### src/mktc_pkg.sv
// Package for the tile cache tag engine: sizes, key widths, sequencer
// states and the move-to-front command. No dependencies.
package mktc_pkg;

    // Cache geometry
    localparam int ENTRIES    = 16;
    localparam int COORD_BITS = 22;
    localparam int KEY_BITS   = 22;
    localparam int OUT_W      = 4;
    localparam int POS_W      = (ENTRIES > 1) ? $clog2(ENTRIES) : 1;
    // Stored tag width: input key bits that survive the coordinate mask
    localparam int TAG_W      = (COORD_BITS < KEY_BITS) ? COORD_BITS : KEY_BITS;

    // Sequencer states, one-hot
    typedef enum logic [2:0] {
        S_IDLE   = 3'b001,
        S_SEARCH = 3'b010,
        S_UPDATE = 3'b100
    } t_state;

    // Move a recency position to the front
    typedef struct packed {
        logic             en;
        logic [POS_W-1:0] pos;
        logic [POS_W-1:0] slot;
    } t_mtf_cmd;

    // Report a position or slot in the low bits of a result field
    function automatic logic [OUT_W-1:0] to_out(input logic [POS_W-1:0] v);
        logic [31:0] t;
        t = 32'(v);
        return t[OUT_W-1:0];
    endfunction

endpackage

### src/mru_keyed_tile_cache_tags.sv
// Tile cache tag engine: a lookup walks the recency list one entry per
// cycle through a single key comparator, then updates tags and recency.
// One lookup at a time: no new lookup is taken until the result of the last one
// is registered, and the update pass waits while the result register is held.
// Synchronous active-low reset: all entries invalid, recency list identity.
// Depends on mktc_pkg and mktc_recency.
module mru_keyed_tile_cache_tags
    import mktc_pkg::*;
(
    input  logic                i_clk,
    input  logic                i_rst_n,
    input  logic                i_in_valid,
    output logic                o_in_stall,
    input  logic [KEY_BITS-1:0] i_key_x,
    input  logic [KEY_BITS-1:0] i_key_z,
    output logic                o_out_valid,
    input  logic                i_out_stall,
    output logic                o_hit,
    output logic [OUT_W-1:0]    o_slot,
    output logic [OUT_W-1:0]    o_search_depth
);

    t_state           r_state, n_state;
    logic [POS_W-1:0] r_pos;
    logic             r_hit;
    logic [POS_W-1:0] r_cur_slot;
    logic [TAG_W-1:0] r_key_x, r_key_z;
    logic [TAG_W-1:0] r_tag_x [ENTRIES];
    logic [TAG_W-1:0] r_tag_z [ENTRIES];
    logic [ENTRIES-1:0] r_valid;
    logic             r_out_valid;
    logic             r_out_hit;
    logic [OUT_W-1:0] r_out_slot, r_out_depth;

    logic             w_in_accept;
    logic             w_out_free;
    logic [POS_W-1:0] w_slot;
    logic             w_match;
    logic             w_last;
    t_mtf_cmd         w_mtf;

    assign w_in_accept = i_in_valid && (r_state == S_IDLE);
    assign w_out_free  = !r_out_valid || !i_out_stall;
    assign o_in_stall  = (r_state != S_IDLE);

    // recency list
    mktc_recency u_recency (
        .i_clk     (i_clk),
        .i_rst_n   (i_rst_n),
        .i_rd_pos  (r_pos),
        .o_rd_slot (w_slot),
        .i_mtf     (w_mtf)
    );

    // shared comparator: one entry per cycle
    assign w_match = r_valid[w_slot] && (r_tag_x[w_slot] == r_key_x)
                     && (r_tag_z[w_slot] == r_key_z);
    assign w_last  = (r_pos == POS_W'(ENTRIES - 1));

    // update pass command
    always_comb begin
        w_mtf.en   = (r_state == S_UPDATE) && w_out_free;
        w_mtf.pos  = r_pos;
        w_mtf.slot = r_cur_slot;
    end

    // sequencer next state
    always_comb begin
        n_state = r_state;
        case (r_state)
            S_IDLE: begin
                if (w_in_accept) n_state = S_SEARCH;
            end
            S_SEARCH: begin
                if (w_match || w_last) n_state = S_UPDATE;
            end
            S_UPDATE: begin
                if (w_out_free) n_state = S_IDLE;
            end
            default: n_state = S_IDLE;
        endcase
    end

    // control registers
    always_ff @(posedge i_clk) begin
        if (!i_rst_n) begin
            r_state     <= S_IDLE;
            r_pos       <= '0;
            r_hit       <= 1'b0;
            r_valid     <= '0;
            r_out_valid <= 1'b0;
        end else begin
            r_state <= n_state;
            if (w_in_accept) begin
                r_pos <= '0;
            end else if (r_state == S_SEARCH && !w_match && !w_last) begin
                r_pos <= r_pos + POS_W'(1);
            end
            if (r_state == S_SEARCH) begin
                r_hit <= w_match;
            end
            if (w_mtf.en && !r_hit) begin
                r_valid[r_cur_slot] <= 1'b1;
            end
            if (w_mtf.en) begin
                r_out_valid <= 1'b1;
            end else if (!i_out_stall) begin
                r_out_valid <= 1'b0;
            end
        end
    end

    // payload registers: key, current slot, tags, result
    always_ff @(posedge i_clk) begin
        if (w_in_accept) begin
            r_key_x <= i_key_x[TAG_W-1:0];
            r_key_z <= i_key_z[TAG_W-1:0];
        end
        if (r_state == S_SEARCH) begin
            r_cur_slot <= w_slot;
        end
        if (w_mtf.en && !r_hit) begin
            r_tag_x[r_cur_slot] <= r_key_x;
            r_tag_z[r_cur_slot] <= r_key_z;
        end
        if (w_mtf.en) begin
            r_out_hit   <= r_hit;
            r_out_slot  <= to_out(r_cur_slot);
            r_out_depth <= r_hit ? to_out(r_pos) : '0;
        end
    end

    assign o_out_valid    = r_out_valid;
    assign o_hit          = r_out_hit;
    assign o_slot         = r_out_slot;
    assign o_search_depth = r_out_depth;

    // a new lookup starts its search at the front of the list
    a_search_start: assert property (@(posedge i_clk) disable iff (!i_rst_n)
        w_in_accept |=> (r_state == S_SEARCH) && (r_pos == '0))
        else $error("search did not start at position zero");

    // a miss only reaches the update pass after scanning the whole list
    a_miss_full_scan: assert property (@(posedge i_clk) disable iff (!i_rst_n)
        (r_state == S_UPDATE) && !r_hit |-> w_last)
        else $error("miss declared before the last position");

    // the reported slot is valid once the update pass is done
    a_slot_valid: assert property (@(posedge i_clk) disable iff (!i_rst_n)
        w_mtf.en |=> r_valid[$past(r_cur_slot)])
        else $error("reported slot not valid after update");

    // a miss reports depth zero
    a_miss_depth: assert property (@(posedge i_clk) disable iff (!i_rst_n)
        o_out_valid && !o_hit |-> (o_search_depth == '0))
        else $error("miss with nonzero search depth");

endmodule

### src/mktc_recency.sv
// Recency list of the tile cache: slot at each position, most recent first.
// Depends on mktc_pkg.
module mktc_recency
    import mktc_pkg::*;
(
    input  logic             i_clk,
    input  logic             i_rst_n,
    input  logic [POS_W-1:0] i_rd_pos,
    output logic [POS_W-1:0] o_rd_slot,
    input  t_mtf_cmd         i_mtf
);

    logic [POS_W-1:0] r_order [ENTRIES];

    // single read port for the search
    assign o_rd_slot = r_order[i_rd_pos];

    // move-to-front: entries before pos shift back by one, slot goes first
    always_ff @(posedge i_clk) begin
        if (!i_rst_n) begin
            for (int j = 0; j < ENTRIES; j++) begin
                r_order[j] <= POS_W'(j);
            end
        end else if (i_mtf.en) begin
            for (int j = 0; j < ENTRIES; j++) begin
                if (j == 0) begin
                    r_order[j] <= i_mtf.slot;
                end else if (POS_W'(j) <= i_mtf.pos) begin
                    r_order[j] <= r_order[j-1];
                end
            end
        end
    end

endmodule

### config.mk
export PLATFORM = sky130hd
export DESIGN_NAME = mru_keyed_tile_cache_tags
export DESIGN_NICKNAME = d
export VERILOG_FILES = /design/src/mktc_pkg.sv /design/src/mru_keyed_tile_cache_tags.sv /design/src/mktc_recency.sv
export SDC_FILE = /design/constraint.sdc
export NUM_CORES = 1
export LEC_CHECK = 0
export ABC_AREA = 1
export BUFFER_PORTS_ARGS = -buffer_cell sky130_fd_sc_hd__buf_4
export CORE_UTILIZATION = 50
export DETAILED_ROUTE_END_ITERATION = 12
export PLACE_DENSITY = 0.62
export SYNTH_ARGS = -nofsm -noshare
export SYNTH_HDL_FRONTEND = slang
export SYNTH_HIERARCHICAL = 1
export SYNTH_SLANG_ARGS = --single-unit
### constraint.sdc
create_clock -name i_clk -period 5.95 [get_ports i_clk]
set_clock_uncertainty 0.1 [all_clocks]
set_input_delay 0 -clock i_clk [delete_from_list [all_inputs] [get_ports i_clk]]
set_output_delay 0 -clock i_clk [all_outputs]
set_load 0.03 [all_outputs]
==> results of run 1 <==
-- sequential cells by signal (all words and copies together), names as in the netlist --
register and flops:
r_tag_x 352, r_tag_z 352, u_recency/r_order 64, r_key_x 22
r_key_z 22, r_valid 16, o_search_depth 4, o_slot 4
r_cur_slot 4, r_pos 4, r_state 3, o_hit 1
o_out_valid 1, r_hit 1
-- per-layer routing --
layer | wire length [um] | track usage, % | up-vias
li1 | - | - | 11400
met1 | 38000 | 33.3 | 11700
met3 | 5600 | 3.45 | 171
met4 | 2500 | 8.50 | 2
met2 | 42800 | 40.2 | 801
met5 | 13 | 0 | -
-- cell families after synthesis --
group                    synth area share [%]
buffers and inverters                    6.20
XOR/XNOR                               0.0487
AO/OA/AOI/OAI                            2.79
flip-flops                               70.2
AND/OR/NAND/NOR                          20.7
adder cells (fa/ha/maj)                0.0347
-- cell type report --
type                            instances  area, um2
Clock buffer                          115       2370
Clock inverter                         40        295
Fill cell                            5935      30300
Inverter                              341       1300
Multi-Input combinational cell       1997       8650
Sequential cell                       850      25300
Tap cell                              950       1190
Timing Repair Buffer                  210       1990
-- final timing paths --
| check | startpoint | end | slack [ns] | cells after the start |
|---|---|---|---|---|
| max | r_pos[0] | r_pos[3] | 1.23 | 23 |
| max reg2reg | r_pos[0] | r_pos[3] | 1.23 | 23 |
| min reg2reg | r_valid[7] | r_valid[7] | 0.37 | 2 |
| min | i_key_z[9] | r_key_z[9] | 0.03 | 2 |
-- synthesized netlist by cell type --
master / number
a21oi_1: 16
a31oi_1: 1
buf_1: 31
buf_2: 77
buf_4: 7
buf_6: 26
buf_8: 2
clkbuf_1: 20
clkinv_1: 2
dfxtp_1: 25
edfxtp_1: 825
ha_1: 1
inv_1: 332
inv_2: 7
nand2_1: 1050
nand2_4: 1
nand3_1: 422
nand3_2: 2
nand3b_1: 13
nand4_1: 4
nor2_1: 309
nor2_2: 2
nor2_4: 1
nor3_1: 4
o211ai_1: 45
o21ai_0: 95
o21ai_1: 21
or2_1: 2
or2_2: 6
xnor2_1: 1
xor2_1: 1
-- per-stage QoR --
step | std cells | cell area (um2) | utilization, % | hold slack [ns] | setup slack [ns]
2_1_floorplan | 3351 | 36000 | - | -0.00136 | 1.78
3_3_place_gp | 4257 | 37500 | 52.5 | 0.0783 | 1.36
3_5_place_dp | 4257 | 37500 | 52.5 | 0.0793 | 1.33
4_1_cts | 4503 | 41100 | 57.5 | 0.00178 | 1.30
5_1_grt | 4503 | 41100 | 57.5 | 0.0288 | 0.895
6_report | 4503 | 41100 | 57.5 | 0.0261 | 1.23
-- power groups by stage --
stage	logic, W	clock network [W]	registers, W
floorplan	0.000758	0	0.00697
global placement	0.00109	0	0.00703
detailed placement	0.00110	0	0.00704
CTS	0.00115	0.00528	0.00691
global route	0.00129	0.00549	0.00693
finish	0.00115	0.00519	0.00691
-- worst max-delay path, stage by stage, from the launching register on --
cell and delay, ns:
dfxtp_1 0.43, buf_4 0.25, buf_4 0.29, nand2_1 0.09, nand3_1 0.10, nand3_1 0.07, nand3_1 0.14, nand2_4 0.22
inv_8 0.35, buf_4 0.57, nand3_1 0.14, nand3_1 0.15, nand3_1 0.12, nand3_1 0.15, nand2_1 0.07, inv_1 0.11
nand2_1 0.07, nor2_1 0.17, nand2_1 0.15, nor2_1 0.15, nand3_2 0.27, nand3_2 0.22, nand2_1 0.08, a21oi_1 0.15
-- repair_timing --
action / 4_1_cts / 5_1_grt
setup endpoints to repair: 0 / 0
setup buffers: 0 / 0
hold buffers: 91 / 0
endpoints found under the hold margin: 143 / 0
==> flow_summary.yaml, run 1 <==
sta:
  maxSlewViolCount: 0
  rsz0062_at_grt: "no"
  worst_slew_pin_slew_ns: 1.30
  setup_tns_ns: 0
  hold_viol_final: 0
  timing.final.crit_share_pct: 79.3
  period_needed_ns: 4.72
  finalSetupViolCount: 0
  relSlewSlack_pct: 13.4
  fmax_mhz: 212
routing:
  drtAntennaViolNets: 0
  drt-initial-drc-count: 2467
  wirelength_mm: 89.0
  first_pass_iters: 5
  wl_per_cell_um: 19.8
  via_per_inst: 5.36
  route.detailed.drc: 0
  vias: 24100
worst_setup_path:
  critPathKind: "flop to flop"
  crit_required_ns: 6.40
  crit_fanout: 47
  startpoint_type: "flop"
  worst-endpoint-arrival_ns: 5.16
  cp-end-kind: "flop"
final_layout:
  final_cell_mix: "nand2_1, edfxtp_1, nand3_1"
  fin_nets: 3536
  insertedDiodeCount: 0
  drive_above_1_share_pct: 7.74
  syn2layout_area_growth_pct: 14.1
  layout.cells.most_common: "nand2_1"
placed_design:
  dp.final_hpwl_mm: 47.2
  gp_congestion: 0.867
  portBuffers: 58
die:
  ioPinCount: 59
  die_w_um: 270
  fp-row-count: 98
  core-area_um2: 71400
  die_h_um: 270
  dieArea_um2: 73100
  initial_core_util_pct: 50.4
flow_run:
  maxCapViolations: 0
cts:
  ctsLongestPathBuffers: 3
  clock-sinks: 850
  clk-insertion-delay-late_ns: 0.63
  htreeDepth: 3
  cts_tree: "yes"
  root_buffer: "clkbuf_16"
  clk_transition_reported_paths_ns: 0.06
  cts_made_buffers: 87
  post_cts_resized: 0
global_route:
  grt_max_degree: 154
  grt_use_total_pct: 24.5
  antenna_found_initial: 1
  grt_pass1_wl_mm: 137
  grt_pass1_vias: 23200
  grt_overflow: 0
synthesis:
  synth_cell_types: 31
  syn_nets: 3400
  synth_top_area_share_pct: 68.8
  synthTopCellsByArea: "edfxtp_1, nand2_1, nand3_1, inv_1, nor2_1"
  synthCells: 3351
  synth-seq-area-share_pct: 70.2
  synth_area_leader_cell: "edfxtp_1"
  syn_area_um2: 36000
  postSynthAreaPerCell_um2: 10.7
  ys_ff_latch: 850
  yosysWarnings: 6
outcome:
  outcome: "finished clean"
power:
  powerDensity_nw_per_um2: 323
  swShare_pct: 23.9
  total_power_w: 0.0133
  power_switching_w: 0.00317
  peakVddDrop_mv: 0.199
  internal-power_w: 0.0101
  clockPowerShare_pct: 39.1
  comb_power_share_pct: 8.7
  p_seq_share_pct: 52.2
  cellLeakagePower_nw: 16.2
min_path:
  hp-class: "input port to flop"
Note: power is estimated with default switching activity, not from simulation.
==> inputs of run 2 (changes only) <==
--- a/config.mk
+++ b/config.mk
@@ -9,7 +9,7 @@
 export BUFFER_PORTS_ARGS = -buffer_cell sky130_fd_sc_hd__buf_4
 export CORE_UTILIZATION = 50
 export DETAILED_ROUTE_END_ITERATION = 12
-export PLACE_DENSITY = 0.62
+export PLACE_DENSITY = 0.64
 export SYNTH_ARGS = -nofsm -noshare
 export SYNTH_HDL_FRONTEND = slang
 export SYNTH_HIERARCHICAL = 1
==> constraint.sdc (replaced) <==
create_clock -name i_clk -period 4.2 [get_ports i_clk]
set_clock_uncertainty 0.1 [all_clocks]
set_input_delay 0 -clock i_clk [delete_from_list [all_inputs] [get_ports i_clk]]
set_output_delay 0 -clock i_clk [all_outputs]
set_load 0.03 [all_outputs]
==> run 2 against run 1 <==
Effect of this change:
- critical path type unchanged
- worst setup slack got worse by 0.99 ns
- worst hold slack got worse by 0.0024 ns
- critical endpoint unchanged
- critical path depth decreased by 2
- die area unchanged
==> flow_summary.yaml, run 2 (synthesis results as in run 1) <==
sta:
  hold_viol_final: 0
  worst_slew_pin_slew_ns: 0.723
  period_needed_ns: 3.96
  finalSetupViolCount: 0
  timing.final.crit_share_pct: 94.2
  maxSlewViolCount: 0
  fmax_mhz: 253
  setup_ws_ns: 0.245
  setup_tns_ns: 0
  relSlewSlack_pct: 51.3
worst_setup_path:
  crit_chain: "buf_4 -> nand3_1 -> nand3_1 -> nand3_1 -> nand2_4 -> clkinv_8 -> buf_12 -> clkbuf_16 -> o21ai_0 -> nand3_1 -> nand3_1 -> nand2_1 -> nand2_1 -> nand2_1 -> nor2_2 -> nand3_1 -> nor2_2 -> nand3_2 -> buf_4 -> nand4_1 -> a21oi_1"
  reg2reg_setup_slack_ns: 0.24
  crit_family: "simple AND/OR/NAND/NOR gates"
  crit_required_ns: 4.63
  critPathMaxStageDelay_ns: 0.38
  slowest_stage: "dfxtp_1"
  rr_startpoint: "r_pos[1]"
  cp-end-kind: "flop"
  r2r-end: "r_pos[3]"
  startpoint_type: "flop"
  worst-endpoint-arrival_ns: 4.39
  critPathKind: "flop to flop"
  cpMostUsedCell: "nand3_1"
  reg2reg_depth: 21
  crit_fanout: 29
  cp_num_buf_inv: 5
placed_design:
  gp_congestion: 0.856
  portBuffers: 58
  pre_cts_slack_ns: 0.158
  place_area_um2: 38000
  dp.final_hpwl_mm: 48.9
cts:
  ctsLongestPathBuffers: 3
  clk_transition_reported_paths_ns: 0.06
  clk-insertion-delay-late_ns: 0.64
  cts_tree: "yes"
  root_buffer: "clkbuf_16"
  htreeDepth: 3
  clock-sinks: 850
  cts_made_buffers: 89
routing:
  wl_per_cell_um: 20.0
  drt-initial-drc-count: 2395
  drtAntennaViolNets: 0
  first_pass_iters: 5
  wirelength_mm: 90.6
  via_per_inst: 5.40
  route.detailed.drc: 0
  vias: 24500
flow_run:
  maxCapViolations: 0
die:
  fp-row-count: 98
  initial_core_util_pct: 50.4
  core-area_um2: 71400
  die_w_um: 270
  die_h_um: 270
  ioPinCount: 59
  dieArea_um2: 73100
power:
  peakVddDrop_mv: 0.349
  powerDensity_nw_per_um2: 453
  total_power_w: 0.0189
  cellLeakagePower_nw: 16.5
min_path:
  worst_hold_path.num_cells: 2
  holdPathEnd: "r_key_x[18]"
  hp-class: "input port to flop"
  min_from: "i_key_x[18]"
final_layout:
  layout.cells.most_common: "nand2_1"
  design_area_um2: 41700
  seq_area_um2: 25300
  reg_top3: "r_tag_x x352, r_tag_z x352, u_recency/r_order x64"
  syn2layout_area_growth_pct: 15.8
  final_cell_mix: "nand2_1, edfxtp_1, nand3_1"
  multiInputGateArea_um2: 8660
  fillCellCount: 5818
  fin_nets: 3571
  insertedDiodeCount: 0
  drive_above_1_share_pct: 8.76
global_route:
  grt_overflow: 0
  antenna_found_initial: 1
  grt_pass1_wl_mm: 138
  grt_max_degree: 69
  grt_use_total_pct: 24.7
  grt_pass1_vias: 24100
outcome:
  outcome: "finished clean"
## run 2: cell types whose count changed in the layout (fill, tap and decap cells not counted), moves of 2 or more
cell,delta
nor2_2,+3
dlygate4sd3_1,-4
clkinv_4,+2
clkinvlp_4,+3
buf_16,+3
clkinv_2,-6
nor2_1,-3
clkbuf_16,+2
buf_12,+17
buf_4,+9
buf_6,+5
clkinv_8,+2
## run 2: repair_timing
action / CTS / global route
endpoints found under the setup margin: 0 / 6
hold buffers: 87 / 0
hold endpoints to repair: 129 / 0
resized for setup: 0 / 19
buffers inserted: 0 / 2
## run 2: power by group
part,internal (W),switching (W)
Combinational,0.000596,0.00113
Clock,0.00422,0.00312
Sequential,0.00956,0.000241
## run 2: worst max path at each step
stage,from,end,slack [ns],cells past startpoint
2_1_floorplan,r_state[2],r_tag_x[4][0],0.03,8
3_3_place_gp,r_pos[1],r_pos[1],0.23,21
3_5_place_dp,r_pos[1],r_state[2],0.16,19
4_1_cts,r_pos[1],r_pos[0],0.10,21
5_1_grt,r_pos[1],r_pos[2],-0.04,23
6_report,r_pos[1],r_pos[3],0.24,21
## run 2: through the flow
| stage | hold WS (ns) | cells | utilization [%] |
|---|---|---|---|
| 2_1_floorplan | -0.00136 | 3351 | - |
| 3_3_place_gp | 0.0785 | 4289 | 53.2 |
| 3_5_place_dp | 0.0793 | 4289 | 53.2 |
| 4_1_cts | 0.00444 | 4528 | 58.2 |
| 5_1_grt | 0.000415 | 4533 | 58.4 |
| 6_report | 0.0237 | 4533 | 58.4 |
## run 2: cell type report
class / instances / share of cell area [%]
well taps: 950 / 2.85
multi-input cells: 1997 / 20.8
inverters: 341 / 3.14
clock buffers: 113 / 5.61
flip-flops and latches: 850 / 60.6
clock inverters: 39 / 0.805
repair buffers: 243 / 6.18
## run 2: routing by layer
metal	wire length, um	GRT usage, %	share of wire (%)
met1	38200	33.2	42
met2	43500	41.1	48
met3	6240	3.89	6.9
met4	2610	8.30	2.9
met5	13	0	0.014
